File: src/rtl/assert_macros.svh
// Assertion macros, included by the top-level core.
`ifndef ASSERT_MACROS_SVH
`define ASSERT_MACROS_SVH
`ifndef SYNTH
// property must hold at every clock edge outside reset
`define ASSERT_PROP(lbl, clk, rst_n, prop) \
    lbl: assert property (@(posedge clk) disable iff (!rst_n) (prop)) \
        else $error("assertion failed");
// expression must never be true outside reset
`define ASSERT_NEVER(lbl, clk, rst_n, expr) \
    lbl: assert property (@(posedge clk) disable iff (!rst_n) !(expr)) \
        else $error("forbidden condition seen");
`else
`define ASSERT_PROP(lbl, clk, rst_n, prop)
`define ASSERT_NEVER(lbl, clk, rst_n, expr)
`endif
`endif

File: src/rtl/tdpt_pkg.sv
// Shared widths, types and status struct for the trial division prime tester.
package tdpt_pkg;

    localparam int NUM_W    = 31;                              // tested number width
    localparam int CFG_W    = 16;                              // first divisor register
    localparam int ROOT_W   = (NUM_W + 1) / 2;                 // integer square root width
    localparam int DIV_W    = ((ROOT_W > CFG_W) ? ROOT_W : CFG_W) + 1;
    localparam int SQ_X_W   = 2 * ROOT_W;                      // radicand, padded to even
    localparam int SQ_REM_W = ROOT_W + 2;
    localparam int SQ_CNT_W = $clog2(ROOT_W + 1);
    localparam int RM_CNT_W = $clog2(NUM_W + 1);

    typedef logic [NUM_W-1:0]    t_num;
    typedef logic [CFG_W-1:0]    t_cfg;
    typedef logic [ROOT_W-1:0]   t_root;
    typedef logic [DIV_W-1:0]    t_div;
    typedef logic [SQ_X_W-1:0]   t_sq_x;
    typedef logic [SQ_REM_W-1:0] t_sq_rem;

    // status of a serial arithmetic unit
    typedef struct packed {
        logic busy;   // iterating
        logic done;   // result valid this cycle
    } t_unit_stat;

endpackage

File: src/rtl/tdpt_isqrt.sv
// Bit-serial integer square root: one root bit per cycle.
module tdpt_isqrt (
    input  logic                  i_clk,
    input  logic                  i_rst_n,
    input  logic                  i_start,
    input  tdpt_pkg::t_num        i_value,
    output tdpt_pkg::t_unit_stat  o_stat,
    output tdpt_pkg::t_root       o_root
);

    logic                                r_busy;
    logic [tdpt_pkg::SQ_CNT_W-1:0]       r_cnt;
    tdpt_pkg::t_sq_x                     r_x;
    tdpt_pkg::t_sq_rem                   r_rem;
    tdpt_pkg::t_root                     r_root;

    logic [tdpt_pkg::SQ_REM_W+1:0]       w_rem_sh;
    logic [tdpt_pkg::SQ_REM_W+1:0]       w_trial;
    logic [tdpt_pkg::SQ_REM_W+1:0]       w_diff;
    logic                                w_ge;

    // bring down the next two radicand bits, try root*4+1
    assign w_rem_sh = {r_rem, r_x[tdpt_pkg::SQ_X_W-1 -: 2]};
    assign w_trial  = {2'b00, r_root, 2'b01};
    assign w_diff   = w_rem_sh - w_trial;
    assign w_ge     = (w_rem_sh >= w_trial);

    always_ff @(posedge i_clk) begin
        if (!i_rst_n) begin
            r_busy <= 1'b0;
            r_cnt  <= '0;
        end else if (i_start) begin
            r_busy <= 1'b1;
            r_cnt  <= tdpt_pkg::SQ_CNT_W'(tdpt_pkg::ROOT_W);
        end else if (r_busy) begin
            if (r_cnt == '0) begin
                r_busy <= 1'b0;
            end else begin
                r_cnt <= r_cnt - 1'b1;
            end
        end
    end

    always_ff @(posedge i_clk) begin
        if (i_start) begin
            r_x    <= tdpt_pkg::t_sq_x'(i_value);
            r_rem  <= '0;
            r_root <= '0;
        end else if (r_busy && r_cnt != '0) begin
            r_x    <= {r_x[tdpt_pkg::SQ_X_W-3:0], 2'b00};
            r_rem  <= w_ge ? w_diff[tdpt_pkg::SQ_REM_W-1:0]
                           : w_rem_sh[tdpt_pkg::SQ_REM_W-1:0];
            r_root <= {r_root[tdpt_pkg::ROOT_W-2:0], w_ge};
        end
    end

    assign o_stat.busy = r_busy;
    assign o_stat.done = r_busy && (r_cnt == '0);
    assign o_root      = r_root;

endmodule

File: src/rtl/tdpt_rem.sv
// Bit-serial restoring remainder: one dividend bit per cycle.
module tdpt_rem (
    input  logic                  i_clk,
    input  logic                  i_rst_n,
    input  logic                  i_start,
    input  tdpt_pkg::t_num        i_dividend,
    input  tdpt_pkg::t_div        i_divisor,
    output tdpt_pkg::t_unit_stat  o_stat,
    output logic                  o_zero
);

    logic                                r_busy;
    logic [tdpt_pkg::RM_CNT_W-1:0]       r_cnt;
    tdpt_pkg::t_num                      r_n;
    tdpt_pkg::t_div                      r_d;
    tdpt_pkg::t_div                      r_r;

    logic [tdpt_pkg::DIV_W:0]            w_sh;
    logic [tdpt_pkg::DIV_W:0]            w_diff;
    logic                                w_ge;

    assign w_sh   = {r_r, r_n[tdpt_pkg::NUM_W-1]};
    assign w_diff = w_sh - {1'b0, r_d};
    assign w_ge   = (w_sh >= {1'b0, r_d});

    always_ff @(posedge i_clk) begin
        if (!i_rst_n) begin
            r_busy <= 1'b0;
            r_cnt  <= '0;
        end else if (i_start) begin
            r_busy <= 1'b1;
            r_cnt  <= tdpt_pkg::RM_CNT_W'(tdpt_pkg::NUM_W);
        end else if (r_busy) begin
            if (r_cnt == '0) begin
                r_busy <= 1'b0;
            end else begin
                r_cnt <= r_cnt - 1'b1;
            end
        end
    end

    always_ff @(posedge i_clk) begin
        if (i_start) begin
            r_n <= i_dividend;
            r_d <= i_divisor;
            r_r <= '0;
        end else if (r_busy && r_cnt != '0) begin
            r_n <= {r_n[tdpt_pkg::NUM_W-2:0], 1'b0};
            r_r <= w_ge ? w_diff[tdpt_pkg::DIV_W-1:0] : w_sh[tdpt_pkg::DIV_W-1:0];
        end
    end

    assign o_stat.busy = r_busy;
    assign o_stat.done = r_busy && (r_cnt == '0);
    assign o_zero      = (r_r == '0);

endmodule

File: src/rtl/trial_division_prime_test_core.sv
// Trial division prime tester: top level with control sequencer.
//
// Usage:
//  - Command channel: drive i_number and pulse i_start while o_busy is low;
//    the transfer happens at that clock edge. For numbers above one, o_busy
//    stays high until the result has been produced.
//  - Result channel: o_valid is high for exactly one cycle with
//    o_tested_number (echo) and o_prime_flag. The receiver cannot stall;
//    the result must be captured in that cycle.
//  - Config channel: i_cfg_valid/o_cfg_ready write first_divisor; ready is
//    high while idle. Values 0 and 1 act as 2.
// Operation (NUM_W = 31):
//  - 0 and 1: result in the cycle after the start transfer.
//  - otherwise: the bit-serial root unit first finds the square root,
//    then each trial divisor is tried in turn in the bit-serial
//    remainder unit, and the result is strobed at the end. The worst
//    case is a prime near 2^31, tried against every divisor up to its root.
//  - A new command can be taken in the cycle the result is strobed.
// Reset: synchronous active low; returns to idle, first_divisor = 2.
module trial_division_prime_test_core (
    input  logic                  i_clk,
    input  logic                  i_rst_n,
    // command channel
    input  logic                  i_start,
    output logic                  o_busy,
    input  tdpt_pkg::t_num        i_number,
    // result channel
    output logic                  o_valid,
    output tdpt_pkg::t_num        o_tested_number,
    output logic                  o_prime_flag,
    // config channel
    input  logic                  i_cfg_valid,
    output logic                  o_cfg_ready,
    input  tdpt_pkg::t_cfg        i_cfg_first_divisor
);

`include "assert_macros.svh"

    localparam logic [1:0] ST_IDLE = 2'd0;
    localparam logic [1:0] ST_SQRT = 2'd1;   // root unit running
    localparam logic [1:0] ST_DIV  = 2'd2;   // remainder unit running

    logic [1:0]            r_state;
    tdpt_pkg::t_cfg        r_first;
    tdpt_pkg::t_div        r_div;          // current trial divisor
    tdpt_pkg::t_div        r_limit;        // floor(sqrt(number)), widened
    tdpt_pkg::t_num        r_number;
    logic                  r_valid;
    logic                  r_prime;

    logic                  w_accept;
    logic                  w_sqrt_start;
    logic                  w_rem_start;
    tdpt_pkg::t_div        w_rem_div;
    tdpt_pkg::t_div        w_div_init;
    tdpt_pkg::t_div        w_root_ext;
    tdpt_pkg::t_unit_stat  w_sq_stat;
    tdpt_pkg::t_unit_stat  w_rm_stat;
    tdpt_pkg::t_root       w_root;
    logic                  w_rem_zero;

    assign w_accept     = i_start && (r_state == ST_IDLE);
    assign w_sqrt_start = w_accept && (i_number > tdpt_pkg::NUM_W'(1));
    assign w_root_ext   = tdpt_pkg::t_div'(w_root);
    // divisors below two are forced to two
    assign w_div_init   = (r_first < tdpt_pkg::CFG_W'(2)) ? tdpt_pkg::DIV_W'(2)
                                                          : tdpt_pkg::t_div'(r_first);

    // launch the remainder unit after the root, or on the next divisor
    always_comb begin
        w_rem_start = 1'b0;
        w_rem_div   = r_div;
        if (r_state == ST_SQRT && w_sq_stat.done && r_div <= w_root_ext) begin
            w_rem_start = 1'b1;
        end else if (r_state == ST_DIV && w_rm_stat.done && !w_rem_zero
                     && r_div < r_limit) begin
            w_rem_start = 1'b1;
            w_rem_div   = r_div + tdpt_pkg::DIV_W'(1);
        end
    end

    tdpt_isqrt u_isqrt (
        .i_clk   (i_clk),
        .i_rst_n (i_rst_n),
        .i_start (w_sqrt_start),
        .i_value (i_number),
        .o_stat  (w_sq_stat),
        .o_root  (w_root)
    );

    tdpt_rem u_rem (
        .i_clk      (i_clk),
        .i_rst_n    (i_rst_n),
        .i_start    (w_rem_start),
        .i_dividend (r_number),
        .i_divisor  (w_rem_div),
        .o_stat     (w_rm_stat),
        .o_zero     (w_rem_zero)
    );

    // config register
    always_ff @(posedge i_clk) begin
        if (!i_rst_n) begin
            r_first <= tdpt_pkg::CFG_W'(2);
        end else if (i_cfg_valid && o_cfg_ready) begin
            r_first <= i_cfg_first_divisor;
        end
    end

    // sequencer
    always_ff @(posedge i_clk) begin
        if (!i_rst_n) begin
            r_state <= ST_IDLE;
            r_valid <= 1'b0;
        end else begin
            r_valid <= 1'b0;
            unique case (r_state)
                ST_IDLE: begin
                    if (w_accept) begin
                        if (w_sqrt_start) begin
                            r_state <= ST_SQRT;
                        end else begin
                            r_valid <= 1'b1;       // 0 and 1 are not prime
                        end
                    end
                end
                ST_SQRT: begin
                    if (w_sq_stat.done) begin
                        if (w_rem_start) begin
                            r_state <= ST_DIV;
                        end else begin
                            r_state <= ST_IDLE;    // first divisor above root
                            r_valid <= 1'b1;
                        end
                    end
                end
                ST_DIV: begin
                    if (w_rm_stat.done && !w_rem_start) begin
                        r_state <= ST_IDLE;
                        r_valid <= 1'b1;
                    end
                end
                default: begin
                    r_state <= ST_IDLE;
                end
            endcase
        end
    end

    // payload
    always_ff @(posedge i_clk) begin
        if (w_accept) begin
            r_number <= i_number;
            r_div    <= w_div_init;
            r_prime  <= 1'b0;
        end
        if (r_state == ST_SQRT && w_sq_stat.done) begin
            r_limit <= w_root_ext;
            if (!w_rem_start) begin
                r_prime <= 1'b1;
            end
        end
        if (r_state == ST_DIV && w_rm_stat.done) begin
            r_div   <= w_rem_div;
            r_prime <= !w_rem_zero;
        end
    end

    assign o_busy          = (r_state != ST_IDLE);
    assign o_cfg_ready     = (r_state == ST_IDLE);
    assign o_valid         = r_valid;
    assign o_tested_number = r_number;
    assign o_prime_flag    = r_prime;

    // a result only follows work in progress
    `ASSERT_PROP(a_valid_after_busy, i_clk, i_rst_n, o_valid |-> $past(o_busy) || $past(i_start))
    // the two serial units never run together
    `ASSERT_NEVER(a_units_exclusive, i_clk, i_rst_n, w_sq_stat.busy && w_rm_stat.busy)
    // numbers below two never come out prime
    `ASSERT_PROP(a_small_not_prime, i_clk, i_rst_n, (o_valid && o_prime_flag) |-> (o_tested_number > tdpt_pkg::NUM_W'(1)))
    // trial divisor stays within the root while dividing
    `ASSERT_PROP(a_div_in_range, i_clk, i_rst_n, (r_state == ST_DIV) |-> (r_div <= r_limit))

endmodule

File: config.mk
export PLATFORM = sky130hd
export DESIGN_NAME = trial_division_prime_test_core
export DESIGN_NICKNAME = d
export VERILOG_FILES = /design/src/rtl/tdpt_pkg.sv /design/src/rtl/tdpt_isqrt.sv /design/src/rtl/tdpt_rem.sv /design/src/rtl/trial_division_prime_test_core.sv
export VERILOG_INCLUDE_DIRS = /design/src /design/src/rtl
export SDC_FILE = /design/constraint.sdc
export NUM_CORES = 1
export LEC_CHECK = 0
export BUFFER_PORTS_ARGS = -buffer_cell sky130_fd_sc_hd__buf_2
export CAP_MARGIN = 20
export CORE_MARGIN = 2
export CORE_UTILIZATION = 55
export CTS_CLUSTER_SIZE = 16
export DETAILED_ROUTE_END_ITERATION = 7
export PLACE_DENSITY = 0.77
export SYNTH_ARGS = -nofsm -noshare
export SYNTH_HDL_FRONTEND = slang
export SYNTH_SLANG_ARGS = --single-unit
File: constraint.sdc
create_clock -name i_clk -period 3.6 [get_ports i_clk]
set_input_delay 0.54 -clock i_clk [delete_from_list [all_inputs] [get_ports i_clk]]
set_output_delay 0.54 -clock i_clk [all_outputs]
set_load 0.05 [all_outputs]
# == Word-level counts from Yosys, hierarchy flattened ==
# Index checks and enable logic that the tools add are counted.
# word_totals
register_bits,227
latch_bits,0
mem_bits_rw,0
rom_bits,0
mem_count,0
# classes
n_addsub,5
n_mul,0
div_mod_pow,0
order_cmp,6
eq_ne,8
shift,0
n_mux,41
n_bitwise,2
n_reduce_logical,32
# op_table
cell,count
two-way mux 31 bit,4
two-way mux 17 bit,5
"> comparator 31 x 1 -> 1 bit, second input constant",1
two-way mux 5 bit,6
>= comparator 20 x 18 -> 1 bit,1
>= comparator 18 x 17 -> 1 bit,1
two-way mux 18 bit,1
subtractor 18 bit,1
"adder 17 x 1 -> 17 bit, second input constant",1
less-or-equal comparator 17 x 16 -> 1 bit,1
zero test 17 bit,1
< comparator 17 x 16 -> 1 bit,1
two-way mux 1 bit,17
subtractor 17 bit,1
"< comparator 16 x 2 -> 1 bit, second input constant",1
two-way mux 16 bit,1
logical AND 1 bit,13
nonzero test 2 bit,6
zero test 5 bit,2
two-way mux 2 bit,5
nonzero test 5 bit,2
"subtractor 5 x 1 -> 5 bit, second input constant",2
"!= test 2 x 1 -> 1 bit, second input constant",4
one-hot mux 2 bit (3 select lines),1
other kinds (10),15

# == Depth between registers and ports, before layout ==
# Gate-level depths: netlist of the first run.
# depth
ltp_word,11
mapped_depth,13
mapped_depth_nobuf,11

# == Modules after synthesis ==
# A second synthesis of the first run with hierarchy kept.
# unflattened
hier_cells,1123
hier_area_um2,12162.9
# modules_own_cells
mod,instances,cells_each,area_each_um2
trial_division_prime_test_core,1,367,4257.8
tdpt_rem,1,357,3993.8
tdpt_isqrt,1,399,3911.3

# == Worst setup path before layout of the first run ==
# Ideal clock, no wire load.
# synth_path
kind,reg2reg
from,register r_state[1]
to,"register u_isqrt.r_x[0], enable pin"
setup_time_ns,0.464
t_arrival_ns,3.711
slack_ns,-0.575
path_stages_with_launch,4
path_buffers,0
path_cell_list,dfxtp_1 -> nor2_1 -> nand2_1 -> o21ai_0
# synth_via
elab_chain_cells,4
# synth_rtl
element,line,rtl
"start, declared",trial_division_prime_test_core.sv:43,logic [1:0] r_state;
"start signal, assigned",trial_division_prime_test_core.sv:113,r_state <= ST_IDLE;
"start signal, assigned",trial_division_prime_test_core.sv:121,r_state <= ST_SQRT;
"start signal, assigned",trial_division_prime_test_core.sv:130,r_state <= ST_DIV;
zero test 2 bit,n/a,
named net o_cfg_ready,trial_division_prime_test_core.sv:33,"output logic o_cfg_ready,"
logical AND 1 bit,trial_division_prime_test_core.sv:62,assign w_accept = i_start && (r_state == ST_IDLE);
logical AND 1 bit,trial_division_prime_test_core.sv:63,assign w_sqrt_start = w_accept && (i_number > tdpt_pkg::NUM_W'(1));
nonzero test 2 bit (no line),n/a,
"end signal, assigned",tdpt_isqrt.sv:46,r_x <= tdpt_pkg::t_sq_x'(i_value);
"end signal, assigned",tdpt_isqrt.sv:50,"r_x <= {r_x[tdpt_pkg::SQ_X_W-3:0], 2'b00};"
"end, declared",tdpt_isqrt.sv:13,tdpt_pkg::t_sq_x r_x;
# The timed path passes the listed nets, and every way through them passes these cells.
# A chain may end at the register's enable or synchronous reset.

# == Final worst setup path of the first run ==
# layout_path
from,register u_rem.r_r[0]
to,"register u_rem.r_n[11], data pin"
# layout_via
elab_chain_cells,7
# layout_rtl
element,line,rtl
"start, declared",tdpt_rem.sv:16,tdpt_pkg::t_div r_r;
"start signal, assigned",tdpt_rem.sv:49,r_r <= w_ge ? w_diff[tdpt_pkg::DIV_W-1:0] : w_sh[tdpt_pkg::DIV_W-1:0];
zero test 17 bit,tdpt_rem.sv:55,assign o_zero = (r_r == '0);
zero test 1 bit,trial_division_prime_test_core.sv:75,end else if (r_state == ST_DIV && w_rm_stat.done && !w_rem_zero
logical AND 1 bit,trial_division_prime_test_core.sv:75,
logical AND 1 bit,trial_division_prime_test_core.sv:76,&& r_div < r_limit) begin
two-way mux 1 bit,trial_division_prime_test_core.sv:75,
two-way mux 1 bit,trial_division_prime_test_core.sv:73,if (r_state == ST_SQRT && w_sq_stat.done && r_div <= w_root_ext) begin
two-way mux 31 bit,tdpt_rem.sv:43,if (i_start) begin
"end signal, assigned",tdpt_rem.sv:44,r_n <= i_dividend;
"end signal, assigned",tdpt_rem.sv:48,"r_n <= {r_n[tdpt_pkg::NUM_W-2:0], 1'b0};"
"end, declared",tdpt_rem.sv:14,tdpt_pkg::t_num r_n;
# No other way between the ends.

==> out/qor.csv, run 1 <==
stage,metric,value,unit
synthesis,Post-Syn Instances,1058,
clock_tree,clk sinks,227,
pwr,maximum vdd ir drop,0.4108,mV
route,First-pass DRT Iterations,4,
pwr,P_leak,5.220,nW
grt,all-layer global routing usage,0.2191,
hold_path,worst hold path type,input port to flip-flop,
layout,footprint of the multi-input gates,5248,sq um
clock_tree,post-CTS setup buffer count,0,
clock_tree,root buf cell,clkbuf_16,
worst_setup_path,CP Launch Type,flip-flop,
floorplanning,Die X,149.5,microns
status,status,"complete, no violations",
place,GPL Wtd Cong,0.8822,
timing,final hold vios,0,
worst_setup_path,worst setup path startpoint,u_rem.r_r[0],
run,Max-Cap Viols,0,
timing,worst hold slack,0.2298,ns
clock_tree,"Clk pin slew, worst setup/hold paths",0.06,ns
grt,pin count of the biggest net entering global routing,39,
synthesis,fraction of registers with async set/reset,0,
floorplanning,die height,149.5,microns
route,vias per inst,5.663,
route,DR WL/cell,16.84,microns
grt,vias in the first global route,7968,
worst_setup_path,critical path arrival,3.34,ns
synthesis,Synth Cell Area,11650,sq um
timing,RSZ-0062 raised after global routing,false,
layout,fin nets,1272,
clock_tree,Num CTS Buffers,25,
timing,"Slew Viols, Final",0,
timing,Slew HR,0.2736,
worst_setup_path,"Req. time, crit path",3.86,ns
layout,share of cells above drive strength 1,0.1788,
worst_setup_path,critical path endpoint category,flip-flop,
floorplanning,die area,22360,sq um
floorplanning,Starting Density,0.5576,
floorplanning,I/O pin cnt,86,
synthesis,post-synthesis net count,1180,
synthesis,Synth cell types,64,
route,via count,8177,
synthesis,Post-synth EDFFs,143,
hold_path,Hold Path Origin,i_number[5],
layout,FILL cells,1595,
synthesis,Seq cells post-synth,227,
worst_setup_path,crit-path max FO,20,
grt,first-pass GRT wire length,39.68,mm
timing,Final setup viols,0,
route,DR iter-0 viols,541,
clock_tree,clk_lat worst skew,0.52,ns
clock_tree,H-tree depth,1,
synthesis,synthesized area per cell,11.01,sq um
synthesis,"area leader, netlist",edfxtp_1,
synthesis,"Seq/Total Area, Yosys",0.5131,
timing,Worst-Margin Slew,1.089,ns
timing,setup TNS,0,ns
grt,"Remaining Overflow, GRT",0,
route,DRC Markers,0,
synthesis,largest cells by area after synthesis,"edfxtp_1 37%, dfxtp_1 14%, ha_1 7.5%",
layout,antenna cells,0,
timing,maximum clock rate,325.1,MHz
timing,Setup Skew,0.01944,ns
pwr,pwr/cell area,545.8,nW/um^2
timing,Final Cycle Share,0.8545,
layout,Syn-to-layout area delta,14.48,%
clock_tree,clock buffer depth,3,
grt,initial antenna violation count,0,
synthesis,synth warn,0,
floorplanning,core footprint,20890,sq um
place,Port-buffer cells,85,
worst_setup_path,RR Startpoint,u_rem.r_r[0],
layout,Reg area,5976,sq um
clock_tree,cts hold-fix bufs,0,
clock_tree,TritonCTS clock tree,built,
worst_setup_path,Worst Setup Path Type,flip-flop to flip-flop,
timing,fin crit period,3.076,ns
route,post-route ant nets,0,
synthesis,share of the synthesized area in the top cell type,0.3687,
place,DP Wirelength,17.32,mm
synthesis,commonest register cell after synthesis,edfxtp_1,
route,Routed WL,24.31,mm
worst_setup_path,Worst R2R Setup Slack,0.52,ns
floorplanning,row count,53,
clock_tree,number of gates resized after cts,0,
critical path, stage by stage, from the launching register on:
cell and delay [ns]:
dfxtp_1 0.35, nor4_1 0.36, nand4_1 0.19, o41ai_2 0.47, a2111oi_4 0.12, o21ai_2 0.20
o21a_2 0.54, buf_12 0.24, mux2_1 0.35
kinds of logic after synthesis:
group,share of synthesized area
adders and majority gates,0.07691
DFF,0.5131
muxes,0.09851
AOI/OAI and AO/OA,0.1190
xor gates and xnor gates,0.03609
buffers and inverters,0.03878
and+or+nand+nor,0.1176
per-layer routing:
metal	share of wire	track usage	wire length (microns)	vias up
li1	-	-	-	4052
met1	0.45	0.2925	10920	3927
met2	0.49	0.3782	11830	157
met3	0.040	0.02561	974	41
met4	0.024	0.06143	591	0
met5	0	0	0	-
cells in the mapped netlist (5+ instances only):
library cell / count
a21boi_0: 21
nand3_1: 16
nand4_1: 16
nand2_1: 110
inv_1: 71
clkbuf_1: 28
mux2_2: 46
dfxtp_1: 84
o21ai_0: 41
ha_1: 70
a21o_1: 14
mux2_1: 27
nor2_1: 57
o31ai_1: 5
mux2i_1: 31
xnor2_1: 37
o21a_1: 11
o211ai_1: 8
nand2b_1: 5
nor4_1: 18
nor3_1: 14
edfxtp_1: 143
and2_1: 10
a211oi_1: 21
xor2_1: 11
and3_1: 7
a21oi_1: 64
nor2b_1: 9
power by group:
part | internal (mW) | switching [mW] | leakage [nW]
Sequential | 2.95 | 0.114 | 2.03
Combinational | 0.652 | 0.844 | 2.77
Clock | 1.68 | 1.04 | 0.418
cell type report:
cell class / count / area share
Timing Repair Buffer: 104 / 0.04598
Sequential cell: 227 / 0.4482
Inverter: 71 / 0.01999
Multi-Input combinational cell: 721 / 0.3935
Clock buffer: 29 / 0.04955
Clock inverter: 17 / 0.01698
Tap cell: 275 / 0.02580
cells in the final DEF (no fill, tap or decap), drive strengths merged, types with 5 or more instances in the layout:
cell / count
a2111oi: 5
a211oi: 21
a21boi: 22
a21o: 14
a21oi: 64
and2: 10
and3: 7
buf: 104
bufinv: 5
clkbuf: 29
clkinv: 5
clkinvlp: 5
dfxtp: 84
edfxtp: 143
ha: 70
inv: 73
mux2: 74
mux2i: 31
nand2: 110
nand2b: 5
nand3: 16
nand4: 16
nor2: 57
nor2b: 9
nor3: 15
nor4: 20
o211ai: 8
o21a: 11
o21ai: 42
o31ai: 5
xnor2: 37
xor2: 11
final timing paths:
check,to,cells after the start
hold reg to reg,r_limit[15],0
hold / removal,o_tested_number[5],1
setup reg to reg,u_rem.r_n[11],8
setup / recovery,u_rem.r_n[11],8
state kept, by name, indices dropped and copies added (netlist names), 16 cells and up:
signal / cells
u_isqrt.r_x: 32
u_rem.r_d: 17
u_isqrt.r_rem: 18
r_first: 16
u_rem.r_n: 31
o_tested_number: 31
u_isqrt.o_root: 16
r_div: 17
u_rem.r_r: 17
r_limit: 16
metrics by stage:
stage | worst slack [ns] | utilization | std cells | instance area, sq um | power, mW
6_report | 0.5239 | 0.6383 | 1444 | 13330 | 7.277
3_5_place_dp | 0.5238 | 0.5945 | 1397 | 12420 | 4.595
4_1_cts | 0.4824 | 0.6370 | 1443 | 13310 | 7.331
5_1_grt | 0.3376 | 0.6383 | 1444 | 13330 | 7.589
2_1_floorplan | 0.1926 | - | 1058 | 11650 | 4.252
3_3_place_gp | 0.5442 | 0.5945 | 1397 | 12420 | 4.575
Power figures use the tool's default switching activity.
==> run 2: changes to the inputs <==
--- a/config.mk
+++ b/config.mk
@@ -9,10 +9,11 @@
 export BUFFER_PORTS_ARGS = -buffer_cell sky130_fd_sc_hd__buf_2
 export CAP_MARGIN = 20
 export CORE_MARGIN = 2
-export CORE_UTILIZATION = 55
+export CORE_UTILIZATION = 60
+export CTS_CLUSTER_DIAMETER = 30
 export CTS_CLUSTER_SIZE = 16
 export DETAILED_ROUTE_END_ITERATION = 7
-export PLACE_DENSITY = 0.77
+export PLACE_DENSITY = 0.79
 export SYNTH_ARGS = -nofsm -noshare
 export SYNTH_HDL_FRONTEND = slang
 export SYNTH_SLANG_ARGS = --single-unit
==> constraint.sdc (replaced) <==
create_clock -name i_clk -period 3.8 [get_ports i_clk]
set_input_delay 0.57 -clock i_clk [delete_from_list [all_inputs] [get_ports i_clk]]
set_output_delay 0.57 -clock i_clk [all_outputs]
set_load 0.05 [all_outputs]
==> run 2 against run 1 <==
Net effect:
- non-clock buffer count decreased by 2
- core utilization increased by 9.4 points
- highest routed layer unchanged
- clock skew increased by 0.0035 ns
- largest power group is now clock
- critical endpoint is now u_rem.r_busy
- global-route usage increased by 3.2 points
==> out/qor.csv, run 2 (same netlist as run 1, synthesis figures left out) <==
stage,metric,value,unit
floorplanning,die area,20540,sq um
route,First-pass DRT Iterations,6,
layout,share of cells above drive strength 1,0.1977,
floorplanning,core footprint,18890,sq um
clock_tree,clock buffer depth,3,
floorplanning,I/O pin cnt,86,
layout,antenna cells,0,
grt,pin count of the biggest net entering global routing,39,
hold_path,WHS Path Cells,1,
timing,Slew HR,0.3796,
place,placed cell areas,12360,sq um
clock_tree,cts hold-fix bufs,0,
grt,all-layer global routing usage,0.2511,
timing,final hold vios,0,
place,Port-buffer cells,85,
timing,Worst-Margin Slew,0.9283,ns
layout,most frequent cells in the layout,"143 x edfxtp_1, 110 x nand2_1, 85 x buf_2, 84 x dfxtp_1, 71 x inv_1",
route,Routed WL,25.46,mm
pwr,P_leak,5.480,nW
route,DR WL/cell,17.45,microns
grt,vias in the first global route,8260,
worst_setup_path,CP max stage cell,o21a_2,
layout,Final Core Density,0.7327,
place,DP Wirelength,17.73,mm
layout,Reg with most FFs,u_isqrt.r_x,
timing,RSZ-0062 raised after global routing,false,
grt,first-pass GRT wire length,41.03,mm
timing,Final setup viols,0,
layout,max reg flops,32,
worst_setup_path,R2R depth,10,
worst_setup_path,"Cell Chain, Critical Path","ha_1, o21a_1, o21ai_0, o211ai_1, a21oi_1, o21ai_2, o21a_2, nand2_1, buf_4, and2_1",
run,Max-Cap Viols,0,
floorplanning,Die X,143.3,microns
status,status,"complete, no violations",
worst_setup_path,crit-path max FO,33,
layout,final instance area,13840,sq um
route,DR iter-0 viols,405,
clock_tree,post-CTS setup buffer count,0,
layout,"commonest non-fill, non-tap cell in the layout",edfxtp_1,
floorplanning,row count,50,
timing,fin crit period,3.297,ns
clock_tree,TritonCTS clock tree,built,
clock_tree,number of gates resized after cts,0,
timing,Final Cycle Share,0.8677,
pwr,pwr/cell area,584.1,nW/um^2
route,DRC Markers,0,
route,via count,8388,
clock_tree,root buf cell,clkbuf_16,
hold_path,worst hold path type,input port to flip-flop,
clock_tree,Num CTS Buffers,42,
route,post-route ant nets,0,
layout,fin nets,1287,
timing,setup TNS,0,ns
worst_setup_path,CP Launch Type,flip-flop,
worst_setup_path,Worst Setup Path Type,flip-flop to flip-flop,
pwr,maximum vdd ir drop,0.5853,mV
worst_setup_path,"Req. time, crit path",4.22,ns
worst_setup_path,crit-path max cell delay,0.77,ns
layout,Syn-to-layout area delta,18.85,%
clock_tree,clk sinks,227,
grt,initial antenna violation count,0,
place,GPL Wtd Cong,0.8822,
grt,"Remaining Overflow, GRT",0,
timing,Setup Skew,0.02296,ns
floorplanning,Starting Density,0.6165,
clock_tree,"Clk pin slew, worst setup/hold paths",0.05,ns
timing,maximum clock rate,303.3,MHz
clock_tree,H-tree depth,2,
route,vias per inst,5.749,
worst_setup_path,critical path arrival,3.71,ns
clock_tree,clk_lat worst skew,0.53,ns
timing,"Slew Viols, Final",0,
floorplanning,die height,143.3,microns
worst_setup_path,critical path endpoint category,flip-flop,
## run 2: through the flow
stage          hold WS, ns  power [mW]  cells  worst slack (ns)
2_1_floorplan       0.4300       4.028   1058            0.3926
3_3_place_gp        0.4467       4.321   1380            0.6521
3_5_place_dp        0.4423       4.354   1380            0.5839
4_1_cts             0.2234       8.120   1458            0.4980
5_1_grt             0.2399       8.393   1459            0.2014
6_report            0.2383       8.086   1459            0.5027
## run 2: worst paths after layout
path                                            end  slack, ns                from
worst max register to register         u_rem.r_busy       0.50            r_div[3]
worst min register to register          r_limit[15]       0.46  u_isqrt.o_root[15]
worst max-delay path                   u_rem.r_busy       0.50            r_div[3]
worst min-delay path            o_tested_number[11]       0.24        i_number[11]
## run 2: cell type report
class / instances / area [sq um]
Sequential cell: 227 / 5976
Timing Repair Buffer: 102 / 573.1
Fill cell: 1256 / 5050
Multi-Input combinational cell: 721 / 5248
Clock buffer: 49 / 1097
Inverter: 71 / 266.5
Clock inverter: 29 / 357.8
Tap cell: 260 / 325.3
## run 2: routing by layer
layer  routed length, microns  vias to the layer above  GRT usage
li1                         -                     4101          -
met1                    11150                     4024     0.3330
met2                    12480                      220     0.4261
met3                     1229                       43    0.03865
met4                      593                        0    0.08153
met5                        0                        -          0
## run 2: worst max-delay path: cells and delay by family, from the launching register on
family	cells	cell delay, ns
compound gates	6	1.71
flops	1	0.48
simple gates	2	0.38
fa+ha+maj	1	0.34
buf+inv	1	0.27
## run 2: report_power, final
part / total, mW / switching (mW) / leakage, nW / internal, mW
combinational: 1.42 / 0.807 / 2.75 / 0.610
sequential: 2.91 / 0.111 / 2.03 / 2.80
clock: 3.76 / 1.35 / 0.698 / 2.41
total: 8.09 / 2.27 / 5.48 / 5.81
==> run 3: changes to the inputs <==
--- a/config.mk
+++ b/config.mk
@@ -9,11 +9,12 @@
 export BUFFER_PORTS_ARGS = -buffer_cell sky130_fd_sc_hd__buf_2
 export CAP_MARGIN = 20
 export CORE_MARGIN = 2
-export CORE_UTILIZATION = 60
+export CORE_UTILIZATION = 61
 export CTS_CLUSTER_DIAMETER = 30
 export CTS_CLUSTER_SIZE = 16
 export DETAILED_ROUTE_END_ITERATION = 7
-export PLACE_DENSITY = 0.79
+export PLACE_DENSITY = 0.81
+export REMOVE_ABC_BUFFERS = 1
 export SYNTH_ARGS = -nofsm -noshare
 export SYNTH_HDL_FRONTEND = slang
 export SYNTH_SLANG_ARGS = --single-unit
==> run 3 against run 2 <==
Net effect:
- highest routed layer unchanged
- power increased by 2.1%
- worst setup slack got worse by 0.029 ns
- die area decreased by 1.6%
==> out/qor.csv, run 3 (same netlist as run 1, synthesis figures left out) <==
stage,metric,value,unit
status,status,"complete, no violations",
worst_setup_path,Worst R2R Setup Slack,0.47,ns
worst_setup_path,CP max stage cell,o21a_2,
grt,vias in the first global route,8492,
place,Port-buffer cells,85,
worst_setup_path,worst setup path startpoint,u_rem.r_r[9],
worst_setup_path,crit-path max cell delay,0.78,ns
route,Routed WL,25.82,mm
grt,all-layer global routing usage,0.2597,
route,DR iter-0 viols,478,
floorplanning,Die X,142.2,microns
worst_setup_path,R2R depth,9,
floorplanning,core footprint,18710,sq um
timing,final worst slack,0.4737,ns
hold_path,WHS Path Cells,1,
timing,Slew HR,0.2624,
worst_setup_path,crit-path max FO,32,
worst_setup_path,"Req. time, crit path",4.24,ns
layout,FILL cells,1216,
pwr,maximum vdd ir drop,0.4313,mV
hold_path,Worst Hold Path EP,o_tested_number[0],
place,DP Wirelength,17.60,mm
route,First-pass DRT Iterations,5,
floorplanning,row count,50,
timing,final hold vios,0,
clock_tree,cts hold-fix bufs,0,
run,Max-Cap Viols,0,
timing,Final Cycle Share,0.8753,
clock_tree,post-CTS setup buffer count,0,
place,placed cell areas,12330,sq um
layout,final instance area,13850,sq um
clock_tree,Num CTS Buffers,45,
layout,most frequent cells in the layout,"143 x edfxtp_1, 110 x nand2_1, 85 x buf_2, 84 x dfxtp_1, 71 x inv_1",
floorplanning,I/O pin cnt,86,
timing,Final setup viols,0,
place,GPL Wtd Cong,0.8850,
route,DRC Markers,0,
timing,"Slew Viols, Final",0,
worst_setup_path,critical path endpoint category,flip-flop,
clock_tree,clk sinks,227,
worst_setup_path,"Cell Chain, Critical Path","nor4_1, nand4_1, o41ai_2, a2111oi_4, o21ai_2, o21a_2, buf_4, o21ai_0, a21oi_1",
timing,Setup Skew,0.01609,ns
worst_setup_path,Worst Setup Path Type,flip-flop to flip-flop,
layout,Final Non-Filler Cells,1437,
route,post-route ant nets,0,
route,DR WL/cell,17.97,microns
timing,Worst-Margin Slew,1.106,ns
layout,fin nets,1288,
hold_path,worst hold path type,input port to flip-flop,
clock_tree,TritonCTS clock tree,built,
clock_tree,clk_lat worst skew,0.53,ns
floorplanning,Starting Density,0.6227,
clock_tree,root buf cell,clkbuf_16,
layout,antenna cells,0,
timing,worst hold slack,0.2303,ns
grt,initial antenna violation count,0,
route,via count,8467,
place,Placed Cells,1353,
pwr,pwr/cell area,596.1,nW/um^2
timing,fin crit period,3.326,ns
worst_setup_path,Crit Reg-Reg Endpoint,u_rem.r_r[14],
pwr,P_leak,5.508,nW
worst_setup_path,RR Startpoint,u_rem.r_r[9],
grt,"Remaining Overflow, GRT",0,
worst_setup_path,critical path arrival,3.77,ns
clock_tree,number of gates resized after cts,0,
clock_tree,H-tree depth,2,
clock_tree,"Clk pin slew, worst setup/hold paths",0.05,ns
grt,first-pass GRT wire length,41.95,mm
layout,Reg with most FFs,u_isqrt.r_x,
timing,maximum clock rate,300.6,MHz
worst_setup_path,CP Launch Type,flip-flop,
grt,pin count of the biggest net entering global routing,40,
layout,"commonest non-fill, non-tap cell in the layout",edfxtp_1,
layout,max reg flops,32,
place,pre-CTS setup slack,0.6147,ns
clock_tree,clock buffer depth,3,
timing,RSZ-0062 raised after global routing,false,
layout,Syn-to-layout area delta,18.88,%
route,vias per inst,5.892,
floorplanning,die area,20220,sq um
floorplanning,die height,142.2,microns
hold_path,Hold Path Origin,i_number[0],
layout,share of cells above drive strength 1,0.1945,
[run 3: cell types whose count changed in the layout (fill, tap and decap cells not counted), sizes merged]
| cell | previous run | this run |
|---|---|---|
| buf | 102 | 100 |
| bufinv | 4 | 6 |
| clkbuf | 49 | 58 |
| clkinvlp | 3 | 2 |
| inv | 79 | 75 |
[run 3: final cells by class]
class	count	area [sq um]	area share
inverter	71	266.5	0.01925
multi-input combinational	721	5248	0.3790
sequential	227	5976	0.4316
clock buffer	58	1195	0.08629
clock inverter	26	319.1	0.02304
timing repair buffer	100	550.5	0.03976
tap	234	292.8	0.02114
[run 3: per-layer routing]
| layer | up-vias | wire (microns) | track usage |
|---|---|---|---|
| met5 | - | 0 | 0 |
| met4 | 0 | 572 | 0.08105 |
| met3 | 52 | 1059 | 0.04307 |
| met2 | 218 | 12750 | 0.4536 |
| met1 | 4100 | 11430 | 0.3317 |
| li1 | 4097 | - | - |
[run 3: critical path, delay by kind of cell (launching register included)]
family          cells  cell delay, ns
compound gates      6            1.88
buf+inv             1            0.37
flops               1            0.34
simple gates        2            0.62
[run 3: report_power, final]
group	internal, mW	switching, mW
clock	2.63	1.28
sequential	2.80	0.108
combinational	0.612	0.818
total	6.05	2.21
[run 3: stage by stage]
stage | util | setup TNS [ns] | power, mW
2_1_floorplan | - | -60.68 | 4.033
3_3_place_gp | 0.6593 | 0 | 4.324
3_5_place_dp | 0.6593 | 0 | 4.357
4_1_cts | 0.7403 | 0 | 8.284
5_1_grt | 0.7403 | 0 | 8.563
6_report | 0.7403 | 0 | 8.255
[run 3: how the worst max path moves through the flow]
stage,slack [ns],cells after the start,endpoint
floorplan,-0.83,4,u_isqrt.r_x[10]
global placement,0.68,9,u_rem.r_busy
CTS,0.51,9,u_rem.r_r[14]
global route,0.16,9,u_rem.r_r[14]
finish,0.47,9,u_rem.r_r[14]
detailed placement,0.61,9,u_rem.r_r[14]
